### src/hw/rtl/assert_macros.svh
// Assertion macros shared by the RTL modules.
// Uses the i_clk and i_rst_n ports of the module that includes it.
`ifndef ASSERT_MACROS_SVH
`define ASSERT_MACROS_SVH

// Property checked at every rising clock edge outside reset.
`define ASSERT_CLK(label, prop, msg) \
    label: assert property (@(posedge i_clk) disable iff (!i_rst_n) (prop)) else $error(msg);

// Same-cycle implication.
`define ASSERT_IMPL(label, ante, cons, msg) \
    `ASSERT_CLK(label, (ante) |-> (cons), msg)

// Next-cycle implication.
`define ASSERT_NEXT(label, ante, cons, msg) \
    `ASSERT_CLK(label, (ante) |=> (cons), msg)

`endif

### src/hw/rtl/hfpd_pkg.sv
// Types and constant tables for the HTTP first-packet detector.
// No dependencies.
package hfpd_pkg;

    localparam int NUM_METHODS    = 26;
    localparam int METHOD_MAX_LEN = 12;
    localparam int STATUS_LEN     = 8;
    localparam int WINDOW         = 9;

    localparam logic [3:0] POS_MAX = 4'd15;

    localparam logic [7:0] CHAR_CR    = 8'h0d;
    localparam logic [7:0] CHAR_LF    = 8'h0a;
    localparam logic [7:0] CHAR_ZERO  = 8'h30;
    localparam logic [7:0] CHAR_ONE   = 8'h31;

    // words are right-justified: last char in bits [7:0]
    localparam logic [8*METHOD_MAX_LEN-1:0] METHOD_WORDS [NUM_METHODS] = '{
        "DELETE ", "GET ", "HEAD ", "POST ", "PUT ", "CONNECT ", "OPTIONS ",
        "TRACE ", "COPY ", "LOCK ", "MKCOL ", "MOVE ", "PROPFIND ",
        "PROPPATCH ", "SEARCH ", "UNLOCK ", "REPORT ", "MKACTIVITY ",
        "CHECKOUT ", "MERGE ", "MSEARCH ", "NOTIFY ", "SUBSCRIBE ",
        "UNSUBSCRIBE ", "PATCH ", "PURGE "
    };

    localparam logic [3:0] METHOD_LEN [NUM_METHODS] = '{
        4'd7, 4'd4, 4'd5, 4'd5, 4'd4, 4'd8, 4'd8, 4'd6, 4'd5, 4'd5, 4'd6,
        4'd5, 4'd9, 4'd10, 4'd7, 4'd7, 4'd7, 4'd11, 4'd9, 4'd6, 4'd8, 4'd7,
        4'd10, 4'd12, 4'd6, 4'd6
    };

    localparam logic [8*STATUS_LEN-1:0] STATUS_HEAD = "HTTP/1.0";

    typedef struct packed {
        logic [7:0] data;
        logic       client;
        logic       last;
    } t_item;

    // char p of method m; valid only for p < METHOD_LEN[m]
    function automatic logic [7:0] method_char(input logic [4:0] m, input logic [3:0] p);
        logic [3:0] idx;
        logic [6:0] sh;
        idx = METHOD_LEN[m] - p - 4'd1;
        sh  = {idx, 3'b000};
        return METHOD_WORDS[m][sh +: 8];
    endfunction

    // char p of the status head; p < STATUS_LEN
    function automatic logic [7:0] status_char(input logic [2:0] p);
        logic [2:0] idx;
        logic [5:0] sh;
        idx = 3'd7 - p;
        sh  = {idx, 3'b000};
        return STATUS_HEAD[sh +: 8];
    endfunction

endpackage

### src/hw/rtl/hfpd_match.sv
// Per-packet signature state and verdict logic of the HTTP detector.
// Depends on hfpd_pkg and assert_macros.svh.
`include "assert_macros.svh"

module hfpd_match import hfpd_pkg::*; (
    input  logic  i_clk,
    input  logic  i_rst_n,
    input  logic  i_en,
    input  t_item i_item,
    output logic  o_http
);

    logic [3:0]             r_pos, n_pos, v_pos;
    logic [NUM_METHODS-1:0] r_alive, n_alive, v_alive;
    logic                   r_matched, n_matched, v_matched;
    logic [1:0]             r_status, n_status, v_status;
    logic                   r_line_end, n_line_end, v_line_end;
    logic [7:0]             r_recent [WINDOW];
    logic                   w_version;

    always_comb begin
        w_version = (r_recent[1] == CHAR_ZERO) || (r_recent[1] == CHAR_ONE);
        for (int k = 0; k < 7; k++) begin
            if (r_recent[8-k] != status_char(3'(k))) begin
                w_version = 1'b0;
            end
        end
    end

    always_comb begin
        v_pos      = r_pos;
        v_alive    = r_alive;
        v_matched  = r_matched;
        v_status   = r_status;
        v_line_end = r_line_end;

        if (r_pos < 4'(METHOD_MAX_LEN)) begin
            for (int m = 0; m < NUM_METHODS; m++) begin
                if (r_alive[m] && (r_pos < METHOD_LEN[m])) begin
                    if (i_item.data != method_char(5'(m), r_pos)) begin
                        v_alive[m] = 1'b0;
                    end else if (r_pos == METHOD_LEN[m] - 4'd1) begin
                        v_matched = 1'b1;
                    end
                end
            end
        end

        if (r_pos < 4'd7) begin
            if (i_item.data != status_char(r_pos[2:0])) begin
                v_status = 2'b00;
            end
        end else if (r_pos == 4'd7) begin
            if (i_item.data != CHAR_ZERO) begin
                v_status[0] = 1'b0;
            end
            if (i_item.data != CHAR_ONE) begin
                v_status[1] = 1'b0;
            end
        end

        if ((i_item.data == CHAR_LF) && (r_pos >= 4'd9) && (r_recent[0] == CHAR_CR)
                && w_version) begin
            v_line_end = 1'b1;
        end

        if (r_pos < POS_MAX) begin
            v_pos = r_pos + 4'd1;
        end
    end

    assign o_http = i_item.client ? (v_matched && v_line_end)
                                  : ((v_pos >= 4'd8) && (v_status != 2'b00));

    always_comb begin
        if (i_item.last) begin
            n_pos      = '0;
            n_alive    = '1;
            n_matched  = 1'b0;
            n_status   = 2'b11;
            n_line_end = 1'b0;
        end else begin
            n_pos      = v_pos;
            n_alive    = v_alive;
            n_matched  = v_matched;
            n_status   = v_status;
            n_line_end = v_line_end;
        end
    end

    always_ff @(posedge i_clk) begin
        if (!i_rst_n) begin
            r_pos      <= '0;
            r_alive    <= '1;
            r_matched  <= 1'b0;
            r_status   <= 2'b11;
            r_line_end <= 1'b0;
        end else if (i_en) begin
            r_pos      <= n_pos;
            r_alive    <= n_alive;
            r_matched  <= n_matched;
            r_status   <= n_status;
            r_line_end <= n_line_end;
        end
    end

    // window bytes are only read once nine bytes of the packet are in
    always_ff @(posedge i_clk) begin
        if (i_en) begin
            r_recent[0] <= i_item.data;
            for (int k = 1; k < WINDOW; k++) begin
                r_recent[k] <= r_recent[k-1];
            end
        end
    end

    `ASSERT_NEXT(a_clear_after_last, i_en && i_item.last, r_pos == 4'd0,
        "position not cleared after last item")
    `ASSERT_IMPL(a_matched_pos, r_matched, r_pos >= 4'd4,
        "method match before four items")
    `ASSERT_IMPL(a_line_end_pos, r_line_end, r_pos >= 4'd10,
        "line end found before ten items")
    `ASSERT_IMPL(a_status_idle, r_pos == 4'd0, (r_status == 2'b11) && !r_matched,
        "status or method state set at packet start")

endmodule

### src/hw/rtl/http_first_packet_detector.sv
// Top level of the HTTP first-packet detector: stream ports, input and
// result registers. Depends on hfpd_pkg and hfpd_match.
//
//  port group   dir  item contents
//  s_axis_*     in   one payload byte, direction, end of packet
//  m_axis_*     out  one verdict per packet
//
// One byte accepted per cycle unless the input stalls. A verdict is presented
// after its packet's last byte passes input register, then result register.
// Reset (synchronous, active low) clears the packet state, but not the byte window.
// The input stalls only when a last byte sits in the input register while the
// result register holds a verdict that is not taken.
module http_first_packet_detector import hfpd_pkg::*; (
    input  logic       i_clk,
    input  logic       i_rst_n,
    input  logic       s_axis_tvalid,
    output logic       s_axis_tready,
    input  logic [7:0] s_axis_tdata,   // [7:0] data_byte
    input  logic       s_axis_tuser,   // [0] from_client
    input  logic       s_axis_tlast,   // last_byte
    output logic       m_axis_tvalid,
    input  logic       m_axis_tready,
    output logic [7:0] m_axis_tdata    // [0] is_http, [7:1] zero
);

    logic  r_in_valid, n_in_valid;
    t_item r_in;
    logic  r_out_valid, n_out_valid;
    logic  r_out_http;
    logic  w_go;
    logic  w_http;

    assign w_go          = r_in_valid && (!r_in.last || !r_out_valid || m_axis_tready);
    assign s_axis_tready = !r_in_valid || w_go;

    assign n_in_valid  = s_axis_tready ? s_axis_tvalid : r_in_valid;
    assign n_out_valid = (w_go && r_in.last) ? 1'b1
                                             : (m_axis_tready ? 1'b0 : r_out_valid);

    always_ff @(posedge i_clk) begin
        if (!i_rst_n) begin
            r_in_valid  <= 1'b0;
            r_out_valid <= 1'b0;
        end else begin
            r_in_valid  <= n_in_valid;
            r_out_valid <= n_out_valid;
        end
    end

    always_ff @(posedge i_clk) begin
        if (s_axis_tready && s_axis_tvalid) begin
            r_in.data   <= s_axis_tdata;
            r_in.client <= s_axis_tuser;
            r_in.last   <= s_axis_tlast;
        end
        if (w_go && r_in.last) begin
            r_out_http <= w_http;
        end
    end

    hfpd_match u_match (
        .i_clk   (i_clk),
        .i_rst_n (i_rst_n),
        .i_en    (w_go),
        .i_item  (r_in),
        .o_http  (w_http)
    );

    assign m_axis_tvalid = r_out_valid;
    assign m_axis_tdata  = {7'b0, r_out_http};

endmodule
### config.mk
export PLATFORM = sky130hd
export DESIGN_NAME = http_first_packet_detector
export DESIGN_NICKNAME = d
export VERILOG_FILES = /design/src/hw/rtl/hfpd_pkg.sv /design/src/hw/rtl/hfpd_match.sv /design/src/hw/rtl/http_first_packet_detector.sv
export VERILOG_INCLUDE_DIRS = /design/src /design/src/hw/rtl
export SDC_FILE = /design/constraint.sdc
export NUM_CORES = 1
export LEC_CHECK = 0
export BUFFER_PORTS_ARGS = -buffer_cell sky130_fd_sc_hd__buf_2
export CELL_PAD_IN_SITES_DETAIL_PLACEMENT = 2
export CELL_PAD_IN_SITES_GLOBAL_PLACEMENT = 2
export CORE_ASPECT_RATIO = 0.5
export CORE_MARGIN = 2
export CORE_UTILIZATION = 36
export DETAILED_ROUTE_END_ITERATION = 8
export PLACE_DENSITY_LB_ADDON = 0.2
export SLEW_MARGIN = 20
export SYNTH_ARGS = -nofsm -noshare
export SYNTH_HDL_FRONTEND = slang
export SYNTH_HIERARCHICAL = 1
export SYNTH_SLANG_ARGS = --single-unit
### constraint.sdc
create_clock -name i_clk -period 5.2 [get_ports i_clk]
set_clock_uncertainty 0.1 [all_clocks]
set_input_delay 0.26 -clock i_clk [delete_from_list [all_inputs] [get_ports i_clk]]
set_output_delay 0.26 -clock i_clk [all_outputs]
set_load 0.01 [all_outputs]
==> impl_metrics.json <==
{
  "reg2regPathDepth": 11,
  "num-fill-cells": 2780,
  "peakVddDrop_v": 0.000188,
  "comb_power_share": 0.189,
  "nets": 1110,
  "wl_um": 42500,
  "antenna-diode-count": 0,
  "ys_warn_count": 6,
  "worstMarginPinSlew_ns": 1.09,
  "synth_top_area_cell": "edfxtp_1",
  "ioPinCount": 24,
  "syn_area_um2": 9210,
  "holdPathEnd": "m_axis_tvalid",
  "status": "complete, no violations",
  "ys_seq_area_frac": 0.349,
  "htreeDepth": 4,
  "synth-main-ff-cell": "edfxtp_1",
  "p_int_mw": 1.95,
  "antenna_found_initial": 1,
  "critPathKind": "flip-flop to flip-flop",
  "die_w_um": 230,
  "antenna_left": 0,
  "rsz0062_at_grt": "no",
  "final_min_period_over_clock_period": 0.947,
  "min-delay-path-class": "primary input to flip-flop",
  "max-slew-margin-rel": 0.272,
  "path_clk_slew_ns": 0.07,
  "final_cell_mix": "nand2_1, edfxtp_1, o21ai_0",
  "p_per_area_nw_per_um2": 276,
  "cts_sinks": 119,
  "multiInputGateArea_um2": 5460,
  "avgRoutedWirePerCell_um": 29.8,
  "worst_hold_startpoint": "i_rst_n",
  "r2r_start": "u_match/r_pos[1]",
  "die_area_um2": 27000,
  "grt_pass1_wl_um": 62600,
  "slew_viol_final": 0,
  "max_stage_delay_ns": 0.65,
  "grt_usage": 0.317,
  "dp.cells": 1384,
  "required_ns": 5.32,
  "synthTopCellsByArea": "edfxtp_1, dfxtp_1, xnor2_1, nand2_1, o21ai_0",
  "layout_setup_ws_ns": 0.276,
  "cp_data_arrival_time_ns": 5.04,
  "drive_gt1_frac": 0.107,
  "switching_power_mw": 0.887,
  "holdPathStages": 2,
  "cts_hold_buffers": 11,
  "routabilityCongestion": 0.906,
  "insertion_delay_ns": 0.43,
  "synth_edf_count": 83,
  "p_leak_nw": 3.59,
  "grt_pass1_vias": 9474,
  "port_buffers": 16,
  "path_max_fanout": 19,
  "syn_to_final_growth_pct": 11.7,
  "final_common_cell": "nand2_1",
  "r2r_end": "r_out_http",
  "postCtsSetupRepairBufs": 0,
  "max_clock_freq_mhz": 203,
  "crit_chain": "buf_4, ha_1, inv_1, o21ai_2, nand4_1, a211o_1, a311o_1, or3_1, a311oi_1, nor4_1, o31ai_1",
  "crit_path_start_kind": "flip-flop",
  "syn_avg_cell_area_um2": 8.58,
  "via_per_inst": 6.45,
  "finalSetupTns_ns": 0,
  "cts-root-buf": "clkbuf_16",
  "dp_slack_ns": 0.486,
  "cts_resized": 0,
  "num_vias": 9208,
  "setup_viol_count_final": 0,
  "sw_frac_of_total": 0.312,
  "r2r_slack_ns": 0.28,
  "drc": 0,
  "drtPass1Iterations": 5,
  "cts_buffer_depth": 2,
  "clkPwrFrac": 0.421,
  "gr-total-overflow": 0,
  "p_seq_frac": 0.390,
  "hpwl_um": 28800,
  "register_area_um2": 3220,
  "fin_cells": 1427,
  "fp.dieH_um": 117,
  "yosysTopAreaCellShare": 0.271,
  "initial_core_util": 0.366,
  "async_flop_share": 0,
  "max-cap-violations": 0,
  "synthDistinctLibCells": 90,
  "first_iter_violations": 1058,
  "period_minus_slack_ns": 4.92,
  "finalHoldViolCount": 0,
  "synthCells": 1074,
  "core_area_um2": 25200,
  "cts_buffers": 17,
  "rows": 41,
  "tritoncts": "done",
  "ys_seq_elements": 119,
  "grt_max_degree": 77,
  "endpoint_kind": "flip-flop",
  "cp_slowest_cell": "a311oi_1"
}
[per-layer routing]
metal,up-vias,global-route usage,wire [um]
li1,3987,-,-
met1,4827,0.414,18900
met2,323,0.537,20100
met3,69,0.0521,2470
met4,2,0.113,1040
met5,-,0,13
[layout make-up]
| type | count | share of cell area |
|---|---|---|
| tap | 344 | 0.0418 |
| multi-input combinational | 833 | 0.530 |
| sequential | 119 | 0.312 |
| clock inverter | 12 | 0.0125 |
| timing repair buffer | 67 | 0.0489 |
| inverter | 32 | 0.0117 |
| clock buffer | 20 | 0.0424 |
[state kept, by name (all words and copies together) (netlist names)]
register and cells:
u_match/r_pos 4, r_in_valid 1, r_out_http 1, m_axis_tvalid 1
u_match/r_recent 72, u_match/r_status 2, u_match/r_line_end 1, r_in 10
u_match/r_matched 1, u_match/r_alive 26
[power by group through the flow]
stage	clock network (mW)	registers (mW)	logic, mW
floorplan	0	1.10	0.355
detailed placement	0	1.13	0.508
global placement	0	1.12	0.485
global route	1.24	1.11	0.574
CTS	1.21	1.11	0.522
finish	1.19	1.11	0.537
[per-stage QoR]
| stage | util | hold WS (ns) | power (mW) | instance area (um2) |
|---|---|---|---|---|
| finish | 0.409 | 0.0641 | 2.84 | 10300 |
| global placement | 0.382 | 0.306 | 1.60 | 9610 |
| CTS | 0.409 | 0.0514 | 2.84 | 10300 |
| floorplan | - | 0.259 | 1.46 | 9240 |
| detailed placement | 0.382 | 0.330 | 1.63 | 9610 |
| global route | 0.409 | 0.0638 | 2.93 | 10300 |
[cells in the mapped netlist, types with 14 or more instances]
| cell type | count |
|---|---|
| a21oi_1 | 40 |
| a31oi_1 | 15 |
| buf_2 | 40 |
| clkbuf_1 | 35 |
| dfxtp_1 | 36 |
| edfxtp_1 | 83 |
| ha_1 | 26 |
| inv_1 | 28 |
| mux2i_1 | 17 |
| nand2_1 | 101 |
| nand2b_1 | 27 |
| nand3_1 | 34 |
| nand4_1 | 34 |
| nor2_1 | 67 |
| nor2b_1 | 25 |
| nor3_1 | 33 |
| o21ai_0 | 72 |
| xnor2_1 | 48 |
| xor2_1 | 14 |
[logic make-up (layout without fill, tap and decap cells)]
kind of cell             Yosys count  in the layout  share of synthesized area
adder cells (fa/ha/maj)           26             26                     0.0353
other                              1              7                   0.000407
flip-flops                       119            119                      0.349
XOR/XNOR                          65             65                     0.0649
buffers and inverters            128            131                     0.0625
AND/OR/NAND/NOR                  431            431                      0.254
AO/OA/AOI/OAI                    281            281                      0.208
multiplexers                      23             23                     0.0258
[worst max-delay path by stage]
stage	start	to	depth (start not counted)
finish	u_match/r_pos[1]	r_out_http	11
global route	u_match/r_pos[1]	r_out_http	12
CTS	u_match/r_pos[1]	r_out_http	11
detailed placement	u_match/r_pos[1]	r_out_http	11
global placement	u_match/r_pos[1]	r_out_http	12
floorplan	u_match/r_pos[0]	r_out_http	17
[worst max-delay path, delay by kind of cell, from the launching register on]
| kind | cells | cell delay, ns |
|---|---|---|
| compound gates | 5 | 2.23 |
| flops | 1 | 0.51 |
| simple gates | 3 | 0.73 |
| buf+inv | 2 | 0.55 |
| fa+ha+maj | 1 | 0.57 |
Note: power is estimated with default switching activity, not from simulation.
